`config.mk`:
```
export PLATFORM = sky130hd
export DESIGN_NAME = sfmc_frame_core
export DESIGN_NICKNAME = d
export VERILOG_FILES = /design/src/rtl/sfmc_pkg.sv /design/src/rtl/sfmc_frame_core.sv
export SDC_FILE = /design/constraint.sdc
export NUM_CORES = 1
export LEC_CHECK = 0
export BUFFER_PORTS_ARGS = -buffer_cell sky130_fd_sc_hd__buf_2
export CORE_UTILIZATION = 25
export DETAILED_ROUTE_END_ITERATION = 6
export PLACE_DENSITY = 0.44
export SLEW_MARGIN = 20
export SYNTH_ARGS = -nofsm -noshare
export SYNTH_HDL_FRONTEND = slang
export SYNTH_SLANG_ARGS = --single-unit
export TNS_END_PERCENT = 1
```
`constraint.sdc`:
```
create_clock -name clk_i -period 4.3 [get_ports clk_i]
set_clock_uncertainty 0.1 [all_clocks]
set_input_delay 1.075 -clock clk_i [delete_from_list [all_inputs] [get_ports clk_i]]
set_output_delay 1.075 -clock clk_i [all_outputs]
set_load 0.005 [all_outputs]
```
`src/rtl/sfmc_pkg.sv`:
```
`timescale 1ns / 1ps
// ----------------------------------------------------------------------------
// sfmc_pkg: shared definitions for the framed message CRC checker
// Types, register indexes, frame limits and the word-wise CRC-32 function.
// ----------------------------------------------------------------------------
package sfmc_pkg;

  localparam int unsigned MaxFrameBytes = 128;
  localparam int unsigned MinFrameBytes = 12;

  localparam logic [31:0] CrcPoly = 32'h04C1_1DB7;
  localparam logic [31:0] CrcInit = 32'hFFFF_FFFF;
  localparam int unsigned CrcWidth = 32;

  localparam int unsigned CfgIdxWidth = 3;

  typedef enum logic [CfgIdxWidth-1:0] {
    CFG_SYNC_FIRST  = 3'd0,
    CFG_SYNC_SECOND = 3'd1,
    CFG_KIND_A_CODE = 3'd2,
    CFG_KIND_A_LEN  = 3'd3,
    CFG_KIND_B_CODE = 3'd4,
    CFG_KIND_B_LEN  = 3'd5
  } cfg_idx_e;

  typedef enum logic [2:0] {
    PH_HUNT  = 3'd0,
    PH_MARK2 = 3'd1,
    PH_VERLO = 3'd2,
    PH_VERHI = 3'd3,
    PH_CODE  = 3'd4,
    PH_BODY  = 3'd5
  } phase_e;

  typedef struct packed {
    logic [7:0] sync_first;
    logic [7:0] sync_second;
    logic [7:0] kind_a_code;
    logic [7:0] kind_a_length;
    logic [7:0] kind_b_code;
    logic [7:0] kind_b_length;
  } cfg_t;

  typedef struct packed {
    logic        frame_status;
    logic        frame_kind;
    logic [15:0] frame_version;
    logic [31:0] crc_fail_total;
  } result_t;

  typedef logic [CrcWidth-1:0] crc_cols_t [CrcWidth];

  // Column i is the CRC register after one word step that starts from a
  // lone set bit i; the word step is linear, so any value is a sum of these.
  function automatic crc_cols_t crc_cols();
    crc_cols_t   cols;
    logic [31:0] c;
    for (int i = 0; i < CrcWidth; i++) begin
      c = 32'h1 << i;
      for (int k = 0; k < CrcWidth; k++) begin
        c = c[31] ? ((c << 1) ^ CrcPoly) : (c << 1);
      end
      cols[i] = c;
    end
    return cols;
  endfunction

  localparam crc_cols_t CrcCols = crc_cols();

  function automatic logic [31:0] crc_word(logic [31:0] crc, logic [31:0] word);
    logic [31:0] x;
    logic [31:0] r;
    x = crc ^ word;
    r = '0;
    for (int i = 0; i < CrcWidth; i++) begin
      if (x[i]) begin
        r = r ^ CrcCols[i];
      end
    end
    return r;
  endfunction

endpackage

```
`src/rtl/sfmc_frame_core.sv`:
```
`timescale 1ns / 1ps
// ----------------------------------------------------------------------------
// sfmc_frame_core: frame parser and CRC engine
// Consumes one byte per step, tracks the frame phase, packs words, runs the
// word-wise CRC-32 and produces one result per completed frame.
// ----------------------------------------------------------------------------
module sfmc_frame_core
  import sfmc_pkg::*;
(
  input  logic       clk_i,
  input  logic       rst_ni,
  input  logic       step_i,
  input  logic [7:0] rx_byte_i,
  input  cfg_t       cfg_i,
  output logic       res_valid_o,
  output result_t    res_o
);

  phase_e      phase_q, phase_d;
  logic [7:0]  byte_count_q, byte_count_d;
  logic [31:0] word_q, word_d;
  logic [31:0] crc_q, crc_d;
  logic [15:0] version_q, version_d;
  logic        kind_q, kind_d;
  logic [7:0]  frame_len_q, frame_len_d;
  logic [31:0] fail_q, fail_d;

  logic [31:0] word_next;
  logic [31:0] crc_next;
  logic        match_a, match_b;
  logic [7:0]  sel_len;
  logic        len_ok;
  logic        last_lane;
  logic        frame_done;
  logic        crc_bad;

  always_comb begin
    word_next = word_q;
    case (byte_count_q[1:0])
      2'd0:    word_next[7:0]   = rx_byte_i;
      2'd1:    word_next[15:8]  = rx_byte_i;
      2'd2:    word_next[23:16] = rx_byte_i;
      default: word_next[31:24] = rx_byte_i;
    endcase
  end

  assign crc_next   = crc_word(crc_q, word_next);
  assign match_a    = (rx_byte_i == cfg_i.kind_a_code);
  assign match_b    = (rx_byte_i == cfg_i.kind_b_code);
  assign sel_len    = match_a ? cfg_i.kind_a_length : cfg_i.kind_b_length;
  assign len_ok     = ({24'd0, sel_len} >= MinFrameBytes) &&
                      ({24'd0, sel_len} <= MaxFrameBytes) &&
                      (sel_len[1:0] == 2'b00);
  assign last_lane  = (byte_count_q[1:0] == 2'd3);
  assign frame_done = last_lane &&
                      (({1'b0, byte_count_q} + 9'd1) >= {1'b0, frame_len_q});
  assign crc_bad    = (word_next != crc_q);

  always_comb begin
    phase_d = phase_q;
    if (step_i) begin
      unique case (phase_q)
        PH_HUNT:  phase_d = (rx_byte_i == cfg_i.sync_first) ? PH_MARK2 : PH_HUNT;
        PH_MARK2: phase_d = (rx_byte_i == cfg_i.sync_second) ? PH_VERLO : PH_HUNT;
        PH_VERLO: phase_d = PH_VERHI;
        PH_VERHI: phase_d = PH_CODE;
        PH_CODE:  phase_d = ((match_a || match_b) && len_ok) ? PH_BODY : PH_HUNT;
        PH_BODY:  phase_d = frame_done ? PH_HUNT : PH_BODY;
        default:  phase_d = PH_HUNT;
      endcase
    end
  end

  always_comb begin
    byte_count_d = byte_count_q;
    word_d       = word_q;
    crc_d        = crc_q;
    version_d    = version_q;
    kind_d       = kind_q;
    frame_len_d  = frame_len_q;
    fail_d       = fail_q;
    res_valid_o  = 1'b0;
    if (step_i) begin
      unique case (phase_q)
        PH_HUNT: begin
          if (rx_byte_i == cfg_i.sync_first) begin
            byte_count_d = 8'd1;
            word_d       = {24'd0, rx_byte_i};
            crc_d        = CrcInit;
          end
        end
        PH_MARK2: begin
          if (rx_byte_i == cfg_i.sync_second) begin
            byte_count_d = 8'd2;
            word_d       = word_next;
          end else begin
            byte_count_d = 8'd0;
            word_d       = '0;
            crc_d        = CrcInit;
          end
        end
        PH_VERLO: begin
          version_d    = {8'd0, rx_byte_i};
          word_d       = word_next;
          byte_count_d = 8'd3;
        end
        PH_VERHI: begin
          version_d    = {rx_byte_i, version_q[7:0]};
          crc_d        = crc_next;
          word_d       = '0;
          byte_count_d = 8'd4;
        end
        PH_CODE: begin
          if (match_a || match_b) begin
            kind_d = !match_a;
          end
          if ((match_a || match_b) && len_ok) begin
            frame_len_d  = sel_len;
            word_d       = {24'd0, rx_byte_i};
            byte_count_d = 8'd5;
          end else begin
            byte_count_d = 8'd0;
            word_d       = '0;
            crc_d        = CrcInit;
          end
        end
        PH_BODY: begin
          byte_count_d = byte_count_q + 8'd1;
          if (!last_lane) begin
            word_d = word_next;
          end else if (frame_done) begin
            if (crc_bad && (fail_q != 32'hFFFF_FFFF)) begin
              fail_d = fail_q + 32'd1;
            end
            res_valid_o  = 1'b1;
            byte_count_d = 8'd0;
            word_d       = '0;
            crc_d        = CrcInit;
          end else begin
            crc_d  = crc_next;
            word_d = '0;
          end
        end
        default: begin
          byte_count_d = 8'd0;
          word_d       = '0;
          crc_d        = CrcInit;
        end
      endcase
    end
  end

  assign res_o.frame_status   = crc_bad;
  assign res_o.frame_kind     = kind_q;
  assign res_o.frame_version  = version_q;
  assign res_o.crc_fail_total = fail_d;

  always_ff @(posedge clk_i or negedge rst_ni) begin
    if (!rst_ni) begin
      phase_q      <= PH_HUNT;
      byte_count_q <= 8'd0;
      word_q       <= '0;
      crc_q        <= CrcInit;
      version_q    <= '0;
      kind_q       <= 1'b0;
      frame_len_q  <= 8'd0;
      fail_q       <= '0;
    end else begin
      phase_q      <= phase_d;
      byte_count_q <= byte_count_d;
      word_q       <= word_d;
      crc_q        <= crc_d;
      version_q    <= version_d;
      kind_q       <= kind_d;
      frame_len_q  <= frame_len_d;
      fail_q       <= fail_d;
    end
  end

endmodule

```
==> flow_summary.yaml, run 1 <==
sta:
  rsz0062_at_grt: "true"
  layout_setup_ws_ps: -371
  hold_violations: 0
  min_period_ps: 4670
  clock.fmax_mhz: 214
  whs_ps: 378
  setup_viol: 32
  relSlewSlack_pct: 46.9
  slew_violations: 0
  fin_crit_sh_pct: 109
  tightestPinTransition_ps: 792
die:
  die_y_um: 198
  core_um2: 37700
  die-area_um2: 39100
  initial_core_util_pct: 25.4
  die_x_um: 198
  ios: 110
  rows: 71
place:
  dp_hpwl_um: 22600
  gp_congestion: 0.911
  io_buffers: 109
  pre_cts_ws_ps: -725
  dp.cells: 1572
synthesis:
  synth_top_area_share_pct: 26.1
  synth_area_per_cell_um2: 10.9
  yosysWarningCount: 0
  synthFlopType: "dfrtp_1"
  yosys-top-cells-area: "dfrtp_1, xnor2_1, dfstp_2"
  ys_types: 49
  seq_area_frac_synth_pct: 34.9
  synth-async-reset-ratio_pct: 100
  synth_top_area_cell: "dfrtp_1"
  syn_area_um2: 9580
  syn_nets: 951
  synth-seq-cells: 132
  synth_edf_count: 0
  synthCells: 879
routing:
  antenna_left: 0
  firstDrtPassIters: 4
  vias_per_cell: 4.44
  via_count: 7186
  drt_iter0_markers: 420
  routedWlPerCell_um: 18.7
  post-route-drc-count: 0
  wl_um: 30200
cts:
  path_clk_slew_ps: 60
  cts_sinks: 132
  clock_latency_ps: 440
  cts_tree: "built"
  clock_path_buffers: 2
  clock-root-buffer: "clkbuf_16"
  htree_levels: 4
  cts_buffers: 17
setup_path:
  arrival_ps: 3500
  worstSetupPathType: "register to primary output"
  worstPathMaxFanout: 7
  cp-start-kind: "register"
  cp-end-kind: "primary output"
  worstPathRequired_ps: 3120
outcome:
  status: "complete, but fails checks"
  violations: "setup timing"
global_routing:
  grt_usage_pct: 16.3
  grt-ovfl-total: 0
  grt_max_degree: 57
  antenna_found_initial: 0
  first_global_vias: 7590
  grt_pass1_wl_um: 47400
final_layout:
  syn2layout_area_growth_pct: 34.1
  final_common_cell: "xnor2_1"
  fin_cells: 1620
  n_antenna_cell: 0
  mostFrequentLayoutCells: "xnor2_1, buf_2, buf_4"
  num-nets-final: 1168
  drive_gt1_share_pct: 39.9
  fin_util_pct: 34.1
run:
  max_cap_viol_count: 0
min_path:
  hp-class: "register to register"
-- Yosys cell counts (all sizes together) (3+ instances only) --
cell type	instances
o22a	32
mux2i	38
nand3	26
and2	9
dfstp	32
xor2	101
and4	5
and3	15
nor4	10
ha	13
a21oi	12
buf	20
o21ai	32
a22o	37
dfrtp	100
nor3	8
nor2	26
nand2	48
xnor2	237
nand2b	4
o22ai	3
clkbuf	15
nand4	15
mux2	9
inv	14
-- per-layer routing --
| layer | wire length (um) | global-route usage [%] | up-vias |
|---|---|---|---|
| met4 | 411 | 4.39 | 0 |
| li1 | - | - | 3460 |
| met2 | 14100 | 26.1 | 150 |
| met1 | 14500 | 22.5 | 3552 |
| met5 | 0 | 0 | - |
| met3 | 1160 | 3.00 | 24 |
-- worst paths after layout --
check,from,to,slack [ps],depth (start not counted)
max in group asynchronous,rst_ni,crc_q[1],2750,2
setup / recovery,byte_count_q[0],res_o[1],-370,18
hold / removal,frame_len_q[5],frame_len_q[5],380,2
hold reg to reg,frame_len_q[5],frame_len_q[5],380,2
min in group asynchronous,rst_ni,word_q[16],530,1
setup reg to reg,byte_count_q[1],crc_q[3],970,14
-- repair_timing --
action	CTS	global route
gates resized for setup	70	45
pin swaps	14	14
gates cloned	3	0
hold buffers	0	0
setup buffers	9	8
endpoints found under the setup margin	33	34
-- sequential cells by signal, indices dropped and copies added (netlist names) --
signal	flops
kind_q	1
crc_q	32
frame_len_q	8
word_q	32
fail_q	32
phase_q	3
byte_count_q	8
version_q	16
-- cell type report --
| type | instances | area (um2) |
|---|---|---|
| fillers | 3886 | 24800 |
| multi-input cells | 699 | 6590 |
| flip-flops and latches | 132 | 3340 |
| repair buffers | 232 | 1630 |
| well taps | 511 | 639 |
| clock buffers | 20 | 457 |
| clock inverters | 12 | 144 |
| inverters | 14 | 55.1 |
-- cells by family (layout without fill, tap and decap cells) --
logic type / count (synthesis) / count (layout) / share of synthesized area [%]
AO/OA/AOI/OAI: 127 / 127 / 9.74
adder cells (fa/ha/maj): 13 / 13 / 1.70
multiplexers: 47 / 47 / 5.30
flip-flops: 132 / 132 / 34.9
buffers and inverters: 49 / 278 / 2.62
XOR/XNOR: 338 / 338 / 36.6
AND/OR/NAND/NOR: 173 / 174 / 9.15
-- stage by stage --
| step | cell area (um2) | setup TNS, ps |
|---|---|---|
| 5_1_grt | 12900 | -13530 |
| 6_report | 12900 | -8030 |
| 2_1_floorplan | 9590 | 0 |
| 4_1_cts | 12600 | -9800 |
| 3_3_place_gp | 11400 | -17150 |
| 3_5_place_dp | 11400 | -19720 |
-- critical path, stage by stage (launching register included) --
cell	delay, ps
dfrtp_1	430
buf_6	130
inv_4	30
buf_6	100
ha_4	150
buf_12	130
buf_12	120
mux2i_1	110
buf_4	160
xnor2_4	150
nor4_4	290
nand4_1	200
nor2_4	190
buf_12	120
buf_6	100
nor3b_4	50
buf_6	160
mux2_4	310
buf_6	120
Power of run 1 is not shown: default switching activity piles up to over one toggle a cycle in this logic, so the estimate is an artifact.
==> run 2: changes to the inputs <==
- GPL_TIMING_DRIVEN: not set -> 0
==> flow_summary.yaml, run 2 (synthesis gave the netlist of run 1 again) <==
setup_path:
  cp.depth: 13
  crit_family: "simple AND/OR/NAND/NOR gates"
  arrival_ps: 3570
  worstSetupPathType: "register to primary output"
  cp-start-kind: "register"
  cp_cell_sequence: "inv_1 -> ha_1 -> buf_6 -> mux2i_2 -> xnor2_4 -> nor4_1 -> nand4_1 -> nor2_4 -> nor3b_4 -> buf_6 -> and4_4 -> xor2_2 -> buf_2"
  rr_startpoint: "byte_count_q[1]"
  endpoint: "res_o[9]"
  critPathMostFrequentCell: "buf_6"
  max_stage_delay_ps: 430
  crit_start: "byte_count_q[1]"
  reg2reg_slack_ps: 870
  r2r-end: "crc_q[16]"
  critPathBufInv: 4
  crit_path_top_delay_cell: "dfrtp_1"
  cp-end-kind: "primary output"
  worstPathRequired_ps: 3120
  reg2regPathDepth: 14
  worstPathMaxFanout: 10
die:
  core_um2: 37700
  ios: 110
  die-area_um2: 39100
  initial_core_util_pct: 25.4
  rows: 71
  die_x_um: 198
  die_y_um: 198
final_layout:
  final_common_cell: "xnor2_1"
  n_antenna_cell: 0
  num-nets-final: 1105
  syn2layout_area_growth_pct: 26.1
  reg_top3: "crc_q: 32 flops, fail_q: 32 flops, word_q: 32 flops"
  mostFrequentLayoutCells: "xnor2_1, buf_2, dfrtp_1"
  drive_gt1_share_pct: 33.2
cts:
  htree_levels: 4
  cts_sinks: 132
  cts_tree: "built"
  cts_buffers: 17
  path_clk_slew_ps: 60
  clock-root-buffer: "clkbuf_16"
  clock_path_buffers: 2
  clock_latency_ps: 450
run:
  max_cap_viol_count: 0
global_routing:
  antenna_found_initial: 0
  first_global_vias: 7211
  grt-ovfl-total: 0
  grt_max_degree: 89
  grt_usage_pct: 15.6
  grt_pass1_wl_um: 45200
routing:
  via_count: 6914
  drt_iter0_markers: 338
  wl_um: 29000
  post-route-drc-count: 0
  routedWlPerCell_um: 18.6
  antenna_left: 0
  firstDrtPassIters: 5
  vias_per_cell: 4.44
place:
  gp_congestion: 0.882
  io_buffers: 109
  dp_hpwl_um: 21200
sta:
  tightestPinTransition_ps: 802
  fin_setup_tns_ps: -10690
  setup_viol: 33
  relSlewSlack_pct: 46.1
  rsz0062_at_grt: "true"
  clock.fmax_mhz: 211
  min_period_ps: 4740
  fin_crit_sh_pct: 110
  hold_violations: 0
  layout_setup_ws_ps: -442
  slew_violations: 0
min_path:
  hp-class: "register to register"
outcome:
  status: "complete, but fails checks"
  violations: "setup timing"
-- run 2: worst min path at each step --
stage / slack [ps] / cells after the start / startpoint / to
after floorplan: 350 / 2 / frame_len_q[2] / frame_len_q[2]
after CTS: 380 / 2 / version_q[8] / version_q[8]
after detailed placement: 370 / 2 / version_q[8] / version_q[8]
after global placement: 360 / 2 / version_q[10] / version_q[10]
final: 380 / 2 / frame_len_q[3] / frame_len_q[3]
after global routing: 390 / 2 / version_q[8] / version_q[8]
-- run 2: repair_timing --
| item | in CTS | in global routing |
|---|---|---|
| endpoints found under the setup margin | 53 | 34 |
| buffers inserted | 15 | 11 |
| resized for setup | 57 | 27 |
| pin swaps | 12 | 15 |
| hold buffers | 0 | 0 |
-- run 2: worst min-delay path: cells and delay by family, from the launching register on --
kind / cells / cell delay [ps]
flops: 1 / 340
compound gates: 1 / 60
simple gates: 1 / 50
-- run 2: cell type report --
type | count | area [um2]
Fill cell | 3915 | 25600
Clock buffer | 18 | 429
Sequential cell | 132 | 3350
Inverter | 14 | 52.6
Multi-Input combinational cell | 698 | 6430
Buffer | 34 | 224
Timing Repair Buffer | 136 | 782
Clock inverter | 14 | 178
Tap cell | 511 | 639
-- run 2: stage by stage --
step / util [%] / area, um2 / hold slack [ps] / instances / setup WS (ps)
after detailed placement: 28.7 / 10800 / 369 / 1500 / -1260
final: 32.1 / 12100 / 379 / 1557 / -442
after floorplan: - / 9590 / 350 / 879 / 28.1
after CTS: 31.4 / 11800 / 383 / 1547 / -497
after global routing: 32.1 / 12100 / 392 / 1557 / -618
after global placement: 28.6 / 10800 / 359 / 1499 / -1220
-- run 2: metal layers --
metal / vias up / GRT usage (%) / part of all wire, %
met3: 37 / 3.75 / 5.0
met4: 0 / 4.34 / 1.7
met5: - / 0 / 0
met1: 3390 / 21.2 / 48
li1: 3304 / - / -
met2: 183 / 24.6 / 45
Power of run 2 is left out for the same reason.
